**src/design/ffa_pkg.sv**
```systemverilog
package ffa_pkg;
  localparam int MaxSegments = 64;
  localparam int IdxW = $clog2(MaxSegments);
  localparam int CntW = $clog2(MaxSegments + 1);

  localparam logic [1:0] ST_OK      = 2'd0;
  localparam logic [1:0] ST_NOFIT   = 2'd1;
  localparam logic [1:0] ST_NOOWNER = 2'd2;
  localparam logic [1:0] ST_FULL    = 2'd3;

  localparam logic ACT_ALLOC = 1'b0;
  localparam logic ACT_FREE  = 1'b1;

  // one table entry: free flag, owner, start, size
  typedef struct packed {
    logic        free;
    logic [7:0]  owner;
    logic [15:0] start;
    logic [15:0] size;
  } seg_t;
endpackage

```
**src/design/ffa_table.sv**
```systemverilog
// segment table memory: one write port, one registered read port
module ffa_table (
  input  logic                    clk,
  input  logic                    we,
  input  logic [ffa_pkg::IdxW-1:0] waddr,
  input  ffa_pkg::seg_t           wdata,
  input  logic [ffa_pkg::IdxW-1:0] raddr,
  output ffa_pkg::seg_t           rdata
);
  import ffa_pkg::*;

  seg_t mem [MaxSegments];

  always_ff @(posedge clk) begin
    if (we) begin
      mem[waddr] <= wdata;
    end
    rdata <= mem[raddr];
  end
endmodule

```
**src/design/first_fit_heap_allocator_top.sv**
```systemverilog
// a scan reads table entries in order; a split or merge then shifts the
//   table entries after it, one entry at a time
// throughput: one request at a time; in_stall stays high from accept until the
//   result is taken; the rate is set by the walk through the table memory
// reset: table holds one free segment of 4096 units; no clearing pass is needed
//   since only entries below the fill count are read
module first_fit_heap_allocator_top (
  input  logic        clk,
  input  logic        rst_n,
  input  logic        cfg_we,
  input  logic [15:0] cfg_heap_size,
  input  logic        in_valid,
  output logic        in_stall,
  input  logic        in_action,
  input  logic [7:0]  in_owner_id,
  input  logic [15:0] in_alloc_size,
  output logic        out_valid,
  input  logic        out_stall,
  output logic [1:0]  out_status,
  output logic [15:0] out_start_index
);
  import ffa_pkg::*;

  // sequencer states
  typedef enum logic [9:0] {
    S_IDLE   = 10'b0000000001,
    S_SCAN_A = 10'b0000000010, // address entry i
    S_SCAN_D = 10'b0000000100, // read data valid, test it
    S_SHUP_A = 10'b0000001000, // shift up: read k-1
    S_SHUP_D = 10'b0000010000, // write k
    S_SPLIT  = 10'b0000100000, // write split pair
    S_NXT_A  = 10'b0001000000, // free: read i+1
    S_NXT_D  = 10'b0010000000,
    S_SHDN   = 10'b0100000000, // shift down loop (read k+n, write k)
    S_DONE   = 10'b1000000000
  } state_t;

  state_t            state_r, state_nxt;
  logic [CntW-1:0]   count_r, count_nxt;
  logic [CntW-1:0]   idx_r, idx_nxt;     // found entry / scan index
  logic [CntW-1:0]   k_r, k_nxt;         // shift index
  logic              act_r, act_nxt;
  logic [7:0]        id_r, id_nxt;
  logic [15:0]       size_r, size_nxt;
  seg_t              cur_r, cur_nxt;     // found entry copy
  seg_t              prev_r, prev_nxt;   // entry before scan position
  logic              split_r, split_nxt; // split pending second write
  logic              shpend_r, shpend_nxt; // shift-down read pending
  logic              mrg_prev_r, mrg_prev_nxt;
  logic [1:0]        status_r, status_nxt;
  logic [15:0]       start_r, start_nxt;
  logic              ov_r, ov_nxt;
  logic [15:0]       heap_r;

  // reset loads table entry 0 through the table write port, held while reset is active and while init_r is set
  logic              init_r;
  seg_t              rst_seg;

  logic              we;
  logic [IdxW-1:0]   waddr, raddr;
  seg_t              wdata, rdata, init_seg;

  ffa_table u_table (
    .clk   (clk),
    .we    (we),
    .waddr (waddr),
    .wdata (wdata),
    .raddr (raddr),
    .rdata (rdata)
  );

  assign in_stall        = (state_r != S_IDLE) || ov_r;
  assign out_valid       = ov_r;
  assign out_status      = status_r;
  assign out_start_index = start_r;

  always_comb begin
    init_seg       = '0;
    init_seg.free  = 1'b1;
    init_seg.size  = cfg_heap_size;
  end

  always_comb begin
    rst_seg      = '0;
    rst_seg.free = 1'b1;
    rst_seg.size = heap_r;
  end

  always_comb begin
    state_nxt    = state_r;
    count_nxt    = count_r;
    idx_nxt      = idx_r;
    k_nxt        = k_r;
    act_nxt      = act_r;
    id_nxt       = id_r;
    size_nxt     = size_r;
    cur_nxt      = cur_r;
    prev_nxt     = prev_r;
    split_nxt    = split_r;
    shpend_nxt   = shpend_r;
    mrg_prev_nxt = mrg_prev_r;
    status_nxt   = status_r;
    start_nxt    = start_r;
    ov_nxt       = ov_r;
    we           = 1'b0;
    waddr        = idx_r[IdxW-1:0];
    wdata        = cur_r;
    raddr        = idx_r[IdxW-1:0];

    if (ov_r && !out_stall) begin
      ov_nxt = 1'b0;
    end

    case (state_r)
      S_IDLE: begin
        if (cfg_we) begin
          // rewrite table to a single free segment
          we        = 1'b1;
          waddr     = '0;
          wdata     = init_seg;
          count_nxt = CntW'(1);
        end else if (in_valid && !in_stall) begin
          act_nxt  = in_action;
          id_nxt   = in_owner_id;
          size_nxt = in_alloc_size;
          idx_nxt  = '0;
          prev_nxt = '0;
          if (in_action == ACT_ALLOC && in_alloc_size == 16'd0) begin
            status_nxt = ST_NOFIT;
            start_nxt  = '0;
            state_nxt  = S_DONE;
          end else begin
            state_nxt = S_SCAN_A;
          end
        end
      end

      S_SCAN_A: begin
        if (idx_r >= count_r) begin
          status_nxt = (act_r == ACT_ALLOC) ? ST_NOFIT : ST_NOOWNER;
          start_nxt  = '0;
          state_nxt  = S_DONE;
        end else begin
          raddr     = idx_r[IdxW-1:0];
          state_nxt = S_SCAN_D;
        end
      end

      S_SCAN_D: begin
        cur_nxt = rdata;
        if (act_r == ACT_ALLOC) begin
          if (rdata.free && rdata.size >= size_r) begin
            start_nxt = rdata.start;
            if (size_r < rdata.size) begin
              if (count_r >= CntW'(MaxSegments)) begin
                status_nxt = ST_FULL;
                start_nxt  = '0;
                state_nxt  = S_DONE;
              end else begin
                status_nxt = ST_OK;
                k_nxt      = count_r;
                state_nxt  = S_SHUP_A;
              end
            end else begin
              // exact fit: hand over whole
              we         = 1'b1;
              wdata      = rdata;
              wdata.free = 1'b0;
              wdata.owner = id_r;
              status_nxt = ST_OK;
              state_nxt  = S_DONE;
            end
          end else begin
            idx_nxt   = idx_r + CntW'(1);
            state_nxt = S_SCAN_A;
          end
        end else begin
          if (!rdata.free && rdata.owner == id_r) begin
            status_nxt   = ST_OK;
            start_nxt    = '0;
            cur_nxt.free = 1'b1;
            mrg_prev_nxt = (idx_r != '0) && prev_r.free;
            state_nxt    = S_NXT_A;
          end else begin
            prev_nxt  = rdata;
            idx_nxt   = idx_r + CntW'(1);
            state_nxt = S_SCAN_A;
          end
        end
      end

      S_SHUP_A: begin
        if (k_r > idx_r + CntW'(1)) begin
          raddr     = IdxW'(k_r - CntW'(1));
          state_nxt = S_SHUP_D;
        end else begin
          state_nxt = S_SPLIT;
          split_nxt = 1'b0;
        end
      end

      S_SHUP_D: begin
        we        = 1'b1;
        waddr     = k_r[IdxW-1:0];
        wdata     = rdata;
        k_nxt     = k_r - CntW'(1);
        state_nxt = S_SHUP_A;
      end

      S_SPLIT: begin
        we = 1'b1;
        if (!split_r) begin
          waddr       = IdxW'(idx_r + CntW'(1));
          wdata.free  = 1'b1;
          wdata.owner = '0;
          wdata.start = cur_r.start + size_r;
          wdata.size  = cur_r.size - size_r;
          split_nxt   = 1'b1;
        end else begin
          waddr       = idx_r[IdxW-1:0];
          wdata       = cur_r;
          wdata.free  = 1'b0;
          wdata.owner = id_r;
          wdata.size  = size_r;
          count_nxt   = count_r + CntW'(1);
          split_nxt   = 1'b0;
          state_nxt   = S_DONE;
        end
      end

      S_NXT_A: begin
        if (idx_r + CntW'(1) < count_r) begin
          raddr     = IdxW'(idx_r + CntW'(1));
          state_nxt = S_NXT_D;
        end else begin
          state_nxt = S_NXT_D;
          cur_nxt   = cur_r;
        end
      end

      S_NXT_D: begin
        if (idx_r + CntW'(1) < count_r && rdata.free) begin
          cur_nxt.size = cur_r.size + rdata.size;
          if (mrg_prev_r) begin
            // predecessor absorbs both, remove i and i+1
            prev_nxt.size = prev_r.size + cur_r.size + rdata.size;
            we            = 1'b1;
            waddr         = IdxW'(idx_r - CntW'(1));
            wdata         = prev_r;
            wdata.size    = prev_r.size + cur_r.size + rdata.size;
            k_nxt         = idx_r;
            size_nxt      = 16'd2; // entries to remove
          end else begin
            we         = 1'b1;
            wdata      = cur_r;
            wdata.size = cur_r.size + rdata.size;
            k_nxt      = idx_r + CntW'(1);
            size_nxt   = 16'd1;
          end
          shpend_nxt = 1'b0;
          state_nxt  = S_SHDN;
        end else if (mrg_prev_r) begin
          we         = 1'b1;
          waddr      = IdxW'(idx_r - CntW'(1));
          wdata      = prev_r;
          wdata.size = prev_r.size + cur_r.size;
          k_nxt      = idx_r;
          size_nxt   = 16'd1;
          shpend_nxt = 1'b0;
          state_nxt  = S_SHDN;
        end else begin
          we        = 1'b1;
          wdata     = cur_r;
          state_nxt = S_DONE;
        end
      end

      S_SHDN: begin
        // move entry k+n to k for k below count-n, n = size_r (1 or 2)
        if (!shpend_r) begin
          if (k_r + CntW'(size_r) < count_r) begin
            raddr      = IdxW'(k_r + CntW'(size_r));
            shpend_nxt = 1'b1;
          end else begin
            count_nxt = count_r - CntW'(size_r);
            state_nxt = S_DONE;
          end
        end else begin
          we         = 1'b1;
          waddr      = k_r[IdxW-1:0];
          wdata      = rdata;
          k_nxt      = k_r + CntW'(1);
          shpend_nxt = 1'b0;
        end
      end

      S_DONE: begin
        if (!ov_r || !out_stall) begin
          ov_nxt    = 1'b1;
          state_nxt = S_IDLE;
        end
      end

      default: state_nxt = S_IDLE;
    endcase

    // entry 0 gets the default heap during reset and the first cycle after,
    // unless a heap size write takes that slot
    if (!rst_n || (init_r && !cfg_we)) begin
      we    = 1'b1;
      waddr = '0;
      wdata = rst_seg;
    end
  end

  always_ff @(posedge clk) begin
    if (!rst_n) begin
      state_r    <= S_IDLE;
      count_r    <= CntW'(1);
      ov_r       <= 1'b0;
      split_r    <= 1'b0;
      shpend_r   <= 1'b0;
      heap_r     <= 16'd4096;
      init_r     <= 1'b1;
    end else begin
      state_r    <= state_nxt;
      count_r    <= count_nxt;
      ov_r       <= ov_nxt;
      split_r    <= split_nxt;
      shpend_r   <= shpend_nxt;
      init_r     <= 1'b0;
      if (cfg_we) begin
        heap_r <= cfg_heap_size;
      end
    end
    idx_r      <= idx_nxt;
    k_r        <= k_nxt;
    act_r      <= act_nxt;
    id_r       <= id_nxt;
    size_r     <= size_nxt;
    cur_r      <= cur_nxt;
    prev_r     <= prev_nxt;
    mrg_prev_r <= mrg_prev_nxt;
    status_r   <= status_nxt;
    start_r    <= start_nxt;
  end

endmodule

```
**config.mk**
```make
export PLATFORM = sky130hd
export DESIGN_NAME = first_fit_heap_allocator_top
export DESIGN_NICKNAME = d
export VERILOG_FILES = /design/src/design/ffa_pkg.sv /design/src/design/ffa_table.sv /design/src/design/first_fit_heap_allocator_top.sv
export SDC_FILE = /design/constraint.sdc
export NUM_CORES = 2
export LEC_CHECK = 0
export ABC_AREA = 1
export BUFFER_PORTS_ARGS = -buffer_cell sky130_fd_sc_hd__buf_2
export CAP_MARGIN = 20
export CORE_MARGIN = 10
export CORE_UTILIZATION = 45
export DETAILED_ROUTE_END_ITERATION = 10
export PLACE_DENSITY = 0.59
export SKIP_CTS_REPAIR_TIMING = 1
export SYNTH_ARGS = -nofsm -noshare
export SYNTH_HDL_FRONTEND = slang
export SYNTH_SLANG_ARGS = --single-unit
```
**constraint.sdc**
```tcl
create_clock -name clk -period 7 [get_ports clk]
set_clock_uncertainty 0.05 [all_clocks]
set_input_delay 0.7 -clock clk [delete_from_list [all_inputs] [get_ports clk]]
set_output_delay 0.7 -clock clk [all_outputs]
set_load 0.05 [all_outputs]
```
* Word-level counts from Yosys, hierarchy flattened
Memory sizes are Yosys's and may differ from the RTL's. A register that Yosys moved wholly into a read port is not among the register bits. Cells that the tools add are included.
Storage, ports and cells: RAM bits 2624, word-level logic and storage cells 242, latch bits 0, memory bits (read-only) 0, memories kept 1, output and inout bits 20, register bits after elaboration 177
Cells by class: $lt $le $gt $ge 7, shifts and indexed selects 0, $add $sub $neg 12, div/mod/pow operators 0, bitwise operators 2, mux-type cells 119, equality and inequality tests 36, reductions and logical operators 42, multipliers 0
Memory list:
- u_table.mem | words 64, bits a word 41, rd ports 1, clocked after Yosys merged registers in 1, wr ports 1, RTL line ffa_table.sv:12 | seg_t mem [MaxSegments];
Operator list (count):
- 41-bit two-way mux | 14
- 16-bit two-way mux | 16
- 41-bit one-hot mux with 6 select lines | 1
- 10-bit two-way mux | 14
- 7-bit two-way mux | 18
- 10-bit one-hot mux with 10 select lines | 1
- 16-bit one-hot mux with 3 select lines | 2
- 16-bit adder | 4
- 16-bit one-hot mux with 2 select lines | 2
- 6-bit two-way mux | 10
- 25-bit one-hot mux with 2 select lines | 1
- 2-bit != test, second input constant | 19
- 6-bit one-hot mux with 5 select lines | 1
- 7-bit one-hot mux with 4 select lines | 1
- 2-bit two-way mux | 11
- 7-bit by 1-bit adder with 7-bit output, second input constant | 3
- 7-bit one-hot mux with 3 select lines | 1
- 7-bit AND reduction | 3
- 1-bit two-way mux | 20
- 6-bit one-hot mux with 3 select lines | 1
- 16-bit greater-or-equal comparator | 1
- 16-bit zero test | 1
- 16-bit less-than comparator | 1
- 16-bit subtractor | 1
- 39 further kinds | 71

* Logic depth before layout (Yosys ltp)
depth after elaboration 8, depth in mapped cells 27, gate-level depth less buffers 26

* Cells and area by module
Synthesis repeated with hierarchy kept, for this count alone.
Unflattened totals: cells, all modules 10986, area, all modules 122386.1 sq um
By module, submodules not included:
- ffa_table | cells each 8676, times used 1, area an instance 106260.7 sq um
- first_fit_heap_allocator_top | cells each 2310, times used 1, area an instance 16125.5 sq um

* Least setup slack after synthesis
Ideal clock, no wire load.
kind register -> register, start register cur_r[1] (netlist bit), end memory u_table.mem[0][7] (netlist bit), data pin, slack 1.628 ns, data required time 6.367 ns, arrival 4.739 ns, cell stages (with the launch flop) 15, path buffers 0, cells stage by stage edfxtp_1 -> inv_1 -> fa_1 -> o21ai_0 -> nand2_1 -> a22oi_1 -> xor2_1 -> inv_1 -> ha_1 -> nand2_1 -> o21ai_0 -> xnor2_1 -> nand2_1 -> nand3_1 -> a41oi_1
RTL lines:
- from (decl) | RTL line first_fit_heap_allocator_top.sv:45 | seg_t cur_r, cur_nxt;
- from (signal assigned) | RTL line first_fit_heap_allocator_top.sv:341 | cur_r <= cur_nxt;
- to (decl) | RTL line ffa_table.sv:12

* Final worst setup path
start register size_r[0], end register, netlist name u_table.rdata[24]
Between the ends: cells in the longest elaborated chain, start to end 5
RTL lines:
- from (decl) | RTL line first_fit_heap_allocator_top.sv:44 | logic [15:0] size_r, size_nxt;
- from (signal assigned) | RTL line first_fit_heap_allocator_top.sv:340 | size_r <= size_nxt;
- 7-bit adder * | RTL line first_fit_heap_allocator_top.sv:282 | raddr = IdxW'(k_r + CntW'(size_r));
- 7-bit less-than comparator | RTL line first_fit_heap_allocator_top.sv:281 | if (k_r + CntW'(size_r) < count_r) begin
- 6-bit two-way mux * | RTL line first_fit_heap_allocator_top.sv:281
- 6-bit two-way mux * | RTL line first_fit_heap_allocator_top.sv:280 | if (!shpend_r) begin
- 6-bit one-hot mux with 3 select lines * | RTL line first_fit_heap_allocator_top.sv:114 | case (state_r)
Mark *: on every way between the ends. The rest lies on a longest branch, timed or not. A chain may end at the register's enable or synchronous reset.

==> impl_metrics.json <==
{
  "syn_area_per_cell_um2": 10.02,
  "ys_seq_area_share_pct": 63.39,
  "synth_top_area_cell": "edfxtp_1",
  "synth-seq-cells": 2842,
  "htree_levels": 5,
  "portBuffers": 65,
  "syn_nets": 13500,
  "clk_pin_slew_worst_paths_ns": 0.06,
  "crit_required_ns": 7.77,
  "worstSkewPairLatency_ns": 0.91,
  "design.core.area_um2": 294600,
  "vias_per_cell": 5.806,
  "routabilityCongestion": 0.9351,
  "yosysTopAreaCellShare_pct": 62.22,
  "ir_worst_vdd_mv": 0.3228,
  "area_delta_synth_final_pct": 12.34,
  "p_leak_nw": 62.12,
  "dieArea_um2": 318600,
  "maxCapViolCount": 0,
  "drc": 0,
  "rsz0062_at_grt": "false",
  "row_count": 199,
  "status": "finished, final reports clean",
  "synthTopCellsByArea": "edfxtp_1 (62%), nand3_1 (9.1%), inv_1 (7.6%)",
  "tightest_slew_ns": 1.151,
  "synth_ff_type": "edfxtp_1",
  "yosysWarnings": 0,
  "synth-async-reset-ratio_pct": 0,
  "setup_tns_ns": 0,
  "finalPower_w": 0.05874,
  "die_height_um": 564.5,
  "hpwlAfterDp_mm": 244.2,
  "path_class": "reg2reg",
  "grt_pass1_vias": 96000,
  "fin_util_pct": 50.88,
  "layout_commonest_cell": "edfxtp_1",
  "drive_above_1_share_pct": 7.437,
  "grt_antenna_before_repair": 9,
  "max_freq_mhz": 157.4,
  "grt_max_degree": 163,
  "grt_pass1_wl_mm": 644.7,
  "numCtsBuffers": 314,
  "synth_edf_count": 2764,
  "slowest_stage": "edfxtp_1",
  "gr-total-overflow": 0,
  "finalMaxSlewViolations": 0,
  "cp_common_cell": "nand3_1",
  "vias": 100800,
  "fin_crit_sh_pct": 90.74,
  "setup-violations-final": 0,
  "first_pass_iters": 6,
  "synthCells": 13310,
  "ant_nets": 0,
  "clock_sinks": 2842,
  "start_util_pct": 45.29,
  "cts_tree": "built",
  "nets": 13370,
  "power_density_nw_per_um2": 391.9,
  "cp-end-kind": "register",
  "start_kind": "register",
  "clockBufferDepth": 4,
  "wirelength_mm": 440.2,
  "max_stage_delay_ns": 0.57,
  "yosysUniqueCellTypes": 52,
  "cp.arrival_ns": 7.12,
  "layout_min_cycle_time_ns": 6.352,
  "drt-initial-drc-count": 12330,
  "avgRoutedWirePerCell_um": 25.35,
  "io_pins": 66,
  "crit_family": "simple AND/OR/NAND/NOR gates",
  "worstHoldPathType": "in2reg",
  "worst-path-buf-inv": 4,
  "critPathMaxFanout": 32,
  "relSlewSlack_pct": 23.25,
  "grt_use_total_pct": 26.67,
  "hold_viol_final": 0,
  "fp.dieW_um": 564.5,
  "root_buffer": "clkbuf_16",
  "final_cell_mix": "edfxtp_1 (2764), inv_1 (2686), nand3_1 (2434), nand2_1 (2033), nand4_1 (1098)",
  "netlist_area_um2": 133400
}
-- flip-flops by register name, summed over array words and instances (netlist names), 2 cells and up --
register	count
idx_r	7
cur_r	41
u_table.rdata	41
u_table.mem	2624
k_r	7
out_start_index	16
size_r	16
count_r	7
out_status	2
heap_r	16
id_r	8
prev_r	41
state_r	10
-- final cells by class --
cell class,instances,area (um2)
Fill cell,26210,144700
Antenna cell,10,25.02
Tap cell,3919,4903
Clock buffer,393,8310
Inverter,2710,10200
Clock inverter,170,1622
Timing Repair Buffer,419,4347
Sequential cell,2842,84560
Multi-Input combinational cell,6899,35890
-- cells in the mapped netlist (32+ instances only) --
cell	n
nand3_1	2437
nor3_1	33
nand4_1	1098
buf_2	332
ha_1	135
dfxtp_1	78
inv_1	2696
o211ai_1	53
nor2_1	288
a21oi_1	186
edfxtp_1	2764
nand2_1	2046
clkbuf_1	436
o21ai_0	346
buf_1	77
xor2_1	32
-- worst min-delay path: stages --
cell and delay (ns):
buf_2 0.10, nor2_1 0.05, nor2_1 0.09
-- power by group --
group / total (W) / switching, W / internal [W]
combinational: 0.0211 / 0.0154 / 0.00575
clock: 0.0163 / 0.00692 / 0.00934
sequential: 0.0213 / 0.000722 / 0.0206
-- per-layer routing --
layer	part of all wire [%]	vias up	GRT usage (%)
li1	-	45250	-
met2	45	5240	42.05
met4	4.1	6	10.18
met3	9.6	964	5.257
met1	41	49350	36.60
met5	0.0077	-	0
-- path summary, 6_finish.rpt --
kind / from / to / slack, ns / cells after the start
min reg2reg: heap_r[11] / heap_r[11] / 0.41 / 2
max: size_r[0] / u_table.rdata[24] / 0.65 / 25
max reg2reg: size_r[0] / u_table.rdata[24] / 0.65 / 25
min: cfg_heap_size[9] / heap_r[9] / 0.02 / 3
-- cell families (layout without fill, tap and decap cells) --
logic type               Yosys count  count (layout)  synth area share [%]
flip-flops                      2842            2842                 63.39
XOR/XNOR                          58              58                0.3808
other                              0              10                     0
AO/OA/AOI/OAI                    743             743                 3.165
buffers and inverters           3569            3692                 10.41
adder cells (fa/ha/maj)          142             142                 1.371
AND/OR/NAND/NOR                 5956            5956                 21.29
-- metrics by stage --
stage / setup slack [ns] / instances / hold WS, ns / area [um2]
2_1_floorplan: 1.628 / 13310 / 0.3582 / 133400
3_3_place_gp: 0.9591 / 16780 / 0.4020 / 139800
3_5_place_dp: 0.9297 / 16780 / 0.4049 / 139800
4_1_cts: 0.9103 / 17340 / -0.1303 / 149700
5_1_grt: 0.3169 / 17350 / 0.006018 / 149800
6_report: 0.6481 / 17360 / 0.01688 / 149900
Power figures use the tool's default switching activity.
